[config.mk]
export PLATFORM = sky130hd
export DESIGN_NAME = sat_ctrl
export DESIGN_NICKNAME = d
export VERILOG_FILES = /design/src/rtl/core/sat_pkg.sv /design/src/rtl/core/sat_ctrl.sv
export SDC_FILE = /design/constraint.sdc
export NUM_CORES = 1
export LEC_CHECK = 0
export BUFFER_PORTS_ARGS = -buffer_cell sky130_fd_sc_hd__buf_2
export CAP_MARGIN = 30
export CORE_AREA = 4 4 41 43
export DETAILED_ROUTE_END_ITERATION = 12
export DIE_AREA = 0 0 45 47
export GPL_ROUTABILITY_DRIVEN = 0
export PLACE_DENSITY = 0.41
export SYNTH_ARGS = -nofsm -noshare
export SYNTH_HDL_FRONTEND = slang
export SYNTH_SLANG_ARGS = --single-unit
export TNS_END_PERCENT = 10
[constraint.sdc]
create_clock -name clk -period 1.1 [get_ports clk]
set_input_delay 0.165 -clock clk [delete_from_list [all_inputs] [get_ports clk]]
set_output_delay 0.165 -clock clk [all_outputs]
set_load 0.01 [all_outputs]
[src/rtl/core/sat_pkg.sv]
// Shared constants, codes and controller/datapath interface types for the
// summed-area table query unit. No dependencies.
`timescale 1ns / 1ps

package sat_pkg;

  // Matrix geometry and arithmetic widths
  localparam int MAX_ROWS   = 64;
  localparam int MAX_COLS   = 64;
  localparam int ROW_BITS   = 6;
  localparam int COL_BITS   = 6;
  localparam int CNT_BITS   = 7;
  localparam int ADDR_BITS  = ROW_BITS + COL_BITS;
  localparam int VALUE_BITS = 16;
  localparam int RUN_BITS   = 22;
  localparam int TABLE_BITS = 28;

  // Configuration register indexes
  localparam int CFG_IDX_BITS = 2;
  localparam logic [CFG_IDX_BITS-1:0] CFG_ROW_COUNT = 2'd0;
  localparam logic [CFG_IDX_BITS-1:0] CFG_COL_COUNT = 2'd1;

  // Query status codes
  localparam logic [1:0] ST_OK         = 2'd0;
  localparam logic [1:0] ST_INCOMPLETE = 2'd1;
  localparam logic [1:0] ST_BAD_RECT   = 2'd2;

  // Commands from controller to datapath
  typedef struct packed {
    logic latch;    // capture the accepted transaction
    logic ld_rd;    // read the entry above the load position
    logic ld_wr;    // write the new table entry, advance position
    logic q_check;  // register query status, clear accumulator
    logic q_rd;     // issue one corner read
    logic finish;   // present the query result
  } dp_cmd_t;

  // Status from datapath to controller
  typedef struct packed {
    logic q_err;    // query fails the completeness or corner checks
    logic rd_last;  // the current corner read is the last one
  } dp_sts_t;

endpackage

[src/rtl/core/sat_ctrl.sv]
// Sequencing state machine for loads and queries.
// Depends on sat_pkg for the command and status types.
`timescale 1ns / 1ps

module sat_ctrl (
  input  logic              clk,
  input  logic              rst,
  input  logic              start,
  input  logic              mode,
  input  sat_pkg::dp_sts_t  sts,
  output sat_pkg::dp_cmd_t  cmd,
  output logic              busy
);

  localparam logic [2:0] S_IDLE  = 3'd0;
  localparam logic [2:0] S_LD_RD = 3'd1;
  localparam logic [2:0] S_LD_WR = 3'd2;
  localparam logic [2:0] S_Q_CHK = 3'd3;
  localparam logic [2:0] S_Q_RD  = 3'd4;
  localparam logic [2:0] S_Q_ACC = 3'd5;
  localparam logic [2:0] S_DONE  = 3'd6;

  logic [2:0] state;
  logic [2:0] state_next;

  // Next state and command decode
  always_comb begin
    state_next = state;
    cmd        = '0;
    case (state)
      S_IDLE: begin
        if (start) begin
          cmd.latch  = 1'b1;
          state_next = mode ? S_Q_CHK : S_LD_RD;
        end
      end
      S_LD_RD: begin
        cmd.ld_rd  = 1'b1;
        state_next = S_LD_WR;
      end
      S_LD_WR: begin
        cmd.ld_wr  = 1'b1;
        state_next = S_IDLE;
      end
      S_Q_CHK: begin
        cmd.q_check = 1'b1;
        state_next  = sts.q_err ? S_DONE : S_Q_RD;
      end
      S_Q_RD: begin
        cmd.q_rd = 1'b1;
        if (sts.rd_last) state_next = S_Q_ACC;
      end
      S_Q_ACC: begin
        state_next = S_DONE;
      end
      S_DONE: begin
        cmd.finish = 1'b1;
        state_next = S_IDLE;
      end
      default: begin
        state_next = S_IDLE;
      end
    endcase
  end

  // State register
  always_ff @(posedge clk) begin
    if (rst) begin
      state <= S_IDLE;
    end else begin
      state <= state_next;
    end
  end

  assign busy = (state != S_IDLE);

endmodule

# Yosys cells after proc, flatten, opt, wreduce, memory -nomap -nowiden
# Index checks and enable logic that the tools add are counted.
[word_totals] memories=0 romBits=0 regBits=3 inputBits=6 ram_bits=0 word_cells=24 latchBits=0
[classes] mux=12 multipliers=0 n_reduce_logical=3 n_addsub=0 n_div=0 magnitude_cmp=0 n_shift=0 bitwise=0 eq_ne=8
[op_table] op="$pmux W3 S5" count=1
[op_table] op="$eq A3 B3 Y1 const B" count=3
[op_table] op="$mux W1" count=7
[op_table] op="$eq A3 B2 Y1 const B" count=2
[op_table] op="$mux W3" count=2
[op_table] op="$mux W2" count=2
[op_table] op="$ne A2 B2 Y1 const B" count=2
[op_table] op="$eq A3 B1 Y1 const B" count=1
[op_table] op="$logic_not A3 Y1" count=1
[op_table] op="$reduce_bool A3 Y1" count=1
[op_table] op="$reduce_and A2 Y1" count=1

# Longest topological paths before layout
[logic_depth] word_depth=3 depth_mapped=4 ltp_nobuf=3

# Least setup slack after synthesis
# Ideal clock, no wire load.
[synth_timing] kind="register -> output" from="register state[2]" to="output port cmd[5] (netlist name)" required_time_ps=935 stages_incl_launch_ff=4 setup_slack_ps=-49 path_buffers=1 t_arrival_ps=984 path_cell_list="dfxtp_1 -> buf_6 -> or3_4 -> nor2_1"
[synth_rtl] element="start, declared" line="sat_ctrl.sv:23" source="logic [2:0] state;"
[synth_rtl] element="start signal, assigned" line="sat_ctrl.sv:71" source="state <= state_next;"
[synth_rtl] element="end, declared" line="sat_ctrl.sv:11" source="output sat_pkg::dp_cmd_t cmd,"

==> summary.md <==
- **status** finished, violations left
- **violated checks** setup timing
- **number of cells after detailed placement** 52
- **setup slack after layout** -0.192 ns
- **kind of launch point of the worst setup path** register
- **synthesized netlist cell count** 23
- **depth of the worst hold-timing path** 2
- **vias** 221
- **Net Count, Synth** 29
- **path class of the lowest-slack min-delay path** in -> reg
- **RSZ-0062 raised after global routing** true
- **worst reg2reg startpoint** state[1]
- **detailed-route wire length** 581 um
- **floorplan die height** 47 um
- **Area Growth Syn to Fin** 66.3%
- **number of antenna diodes** 0
- **CTS clk-pin slew, worst paths** 0.04 ns
- **port bufs** 12
- **classification of the worst setup path** reg -> out
- **# setup viols final** 7
- **number of flip-flops in the largest register** 3
- **cell taking the most area after synthesis** sky130_fd_sc_hd__dfxtp_1
- **first drt pass iteration count** 3
- **power after layout** 0.457 mW
- **worst slew pin tran** 0.258 ns
- **vias in the first global route** 228
- **kind of capture point of the worst setup path** primary output
- **total grt overflow** 0
- **core box area** 0.00130 mm2
- **width of the die** 45 um
- **cell count of the worst reg-to-reg path** 4
- **CP Max Fanout** 2
- **Max transition margin** 82.3%
- **CTS tree** done
- **top cells by instance count after synthesis** sky130_fd_sc_hd__dfxtp_1, sky130_fd_sc_hd__and3b_2, sky130_fd_sc_hd__buf_6, sky130_fd_sc_hd__nor2_1, sky130_fd_sc_hd__nor3b_1
- **period utilization** 117%
- **antenna violation net count after detailed routing** 0
- **clock buffer count from CTS** 3
- **number of max-slew violations in the final report** 0
- **number of placement rows** 13
- **most instantiated library cell after synthesis** sky130_fd_sc_hd__dfxtp_1
- **average wire length per cell after detail routing** 10.4 um
- **leading registers by flop count** state (3)
- **residual DRC count** 0
- **Maximum Capacitance Violations** 0
- **post-cts hold buffer count** 0
- **starting density of the core** 17.7%
- **initial antenna violation count** 0
- **TritonCTS Sinks** 3
- **most common flop cell mapped by yosys** sky130_fd_sc_hd__dfxtp_1
- **leading cell types by total area after synthesis** sky130_fd_sc_hd__dfxtp_1, sky130_fd_sc_hd__buf_6, sky130_fd_sc_hd__and3b_2
- **full die area** 0.00212 mm2
- **number of violations reported at the end of detailed-routing iteration 0** 1
- **vias per cell** 3.95
- **clk buf depth** 2
- **power density over the cells** 1190 mW/mm2
- **register name with the most flops** state
- **part of the Yosys area used for sequential elements** 26.1%
- **share of post-route cells with drive strength above 1** 82.9%
- **worst supply voltage drop on vdd** 0.468 mV
- **peak clock frequency supported by timing** 774 MHz
- **Crit path required time** 0.94 ns
- **register bit total from synthesis** 3
- **Critical path origin** state[2]
- **first-pass GRT wire length** 910 um
- **synthesized area divided by synthesized cell count** 10.0 um2
- **shortest period the worst path allows** 1.29 ns
- **maximum number of pins on one net before global-route repair** 9
- **distinct cell type count after synthesis** 17
- **critical path data arrival time** 1.13 ns
- **source-to-sink clock delay at the later pin of the worst-skew pair** 0.23 ns
- **count of flip-flops with a built-in enable after synthesis** 0
- **Fin. Hold Viols** 0
- **depth of the CTS H-tree** 1
- **LEAKAGE** 0.191 nW
- **count of placed standard cells in the final layout, fillers left out** 56
- **FF-to-FF setup slack** 0.04 ns
- **gr usage total** 6.47%
- **master cell of the clock root buffer** sky130_fd_sc_hd__clkbuf_4
- **Crit Reg-Reg Endpoint** state[1]
- **Endpoint, Worst Hold** state[1]
- **post-detail-place hpwl** 489 um
- **area share of the largest cell type after synthesis** 26.1%
- **fraction of registers with async set/reset** 0%
- **area of the mapped netlist** 230 um2
- **Hold Crit Start** rst
- **worst clock skew** 0.000362 ns
- **Post-layout nets** 48
- **number of warnings printed during yosys synthesis** 0
- **count of pins on the block boundary** 13
layout by cell type, fill, tap and decap left out:
master,Yosys,layout
sky130_fd_sc_hd__a21o_1,1,1
sky130_fd_sc_hd__a221oi_2,1,1
sky130_fd_sc_hd__and2_1,1,1
sky130_fd_sc_hd__and2b_2,1,1
sky130_fd_sc_hd__and3b_2,2,2
sky130_fd_sc_hd__buf_2,0,10
sky130_fd_sc_hd__buf_4,0,3
sky130_fd_sc_hd__buf_6,2,3
sky130_fd_sc_hd__clkbuf_1,0,1
sky130_fd_sc_hd__clkbuf_4,0,3
sky130_fd_sc_hd__dfxtp_2,0,3
sky130_fd_sc_hd__inv_1,1,1
sky130_fd_sc_hd__mux2i_1,1,1
sky130_fd_sc_hd__nand2_1,1,1
sky130_fd_sc_hd__nand2b_2,1,1
sky130_fd_sc_hd__nand2b_4,1,1
sky130_fd_sc_hd__nor2_2,0,1
sky130_fd_sc_hd__nor2_4,0,1
sky130_fd_sc_hd__nor3b_2,0,2
sky130_fd_sc_hd__nor4_1,1,1
sky130_fd_sc_hd__o21ba_2,1,1
sky130_fd_sc_hd__or3_4,1,1
cell type report:
cell class | instances | area [um2]
Fill cell | 149 | 918
Multi-Input combinational cell | 17 | 164
Timing Repair Buffer | 16 | 106
Sequential cell | 3 | 63.8
Clock buffer | 4 | 26.3
Tap cell | 15 | 18.8
Inverter | 1 | 3.75
worst max-delay path by stage:
stage / endpoint / slack, ns / cells after the start
after detailed placement: cmd[5] / 0.03 / 3
after global routing: cmd[5] / -0.24 / 3
after floorplan: cmd[5] / 0.006 / 3
after CTS: cmd[5] / -0.21 / 3
after global placement: cmd[5] / 0.05 / 3
final: cmd[5] / -0.19 / 3
cells by family (layout without fill, tap and decap cells):
kind of cell,after synthesis,after routing,share of synthesized area (%)
muxes,1,1,4.35
AOI/OAI and AO/OA,3,3,14.1
DFF,3,3,26.1
buffers and inverters,3,21,11.4
and+or+nand+nor,13,13,44.0
metrics by stage:
step | setup slack, ns | TNS, ns | utilization [%] | instance area, um2 | hold WS (ns)
floorplan | 0.00584 | 0 | - | 238 | 0.231
global placement | 0.0469 | 0 | 24.9 | 324 | 0.366
detailed placement | 0.0313 | 0 | 24.9 | 324 | 0.368
CTS | -0.211 | -1.08 | 28.4 | 369 | 0.119
global route | -0.237 | -1.17 | 29.4 | 383 | 0.119
finish | -0.192 | -0.804 | 29.4 | 383 | 0.120
report_power, final:
part / switching, mW / internal, mW
clock: 0.0557 / 0.136
combinational: 0.0576 / 0.0799
sequential: 0.00935 / 0.119
critical path: stages, from the launching register on:
cell	delay, ns
sky130_fd_sc_hd__dfxtp_2	0.31
sky130_fd_sc_hd__or3_4	0.40
sky130_fd_sc_hd__nor2_4	0.09
sky130_fd_sc_hd__buf_6	0.10
what timing repair did:
action	in CTS	in global routing
gates resized for setup	4	5
endpoints found under the setup margin	7	8
setup buffers	0	0
pin swaps	0	2
hold endpoints to repair	0	0
layer usage:
metal  wire length, um  global-route usage, %  vias to the layer above
li1                  -                      -                      115
met1               245                   6.11                       97
met2               278                   9.32                        9
met3                57                   3.83                        0
met4                 0                   7.02                        0
met5                 0                      0                        -
Note: power is estimated with default switching activity, not from simulation.
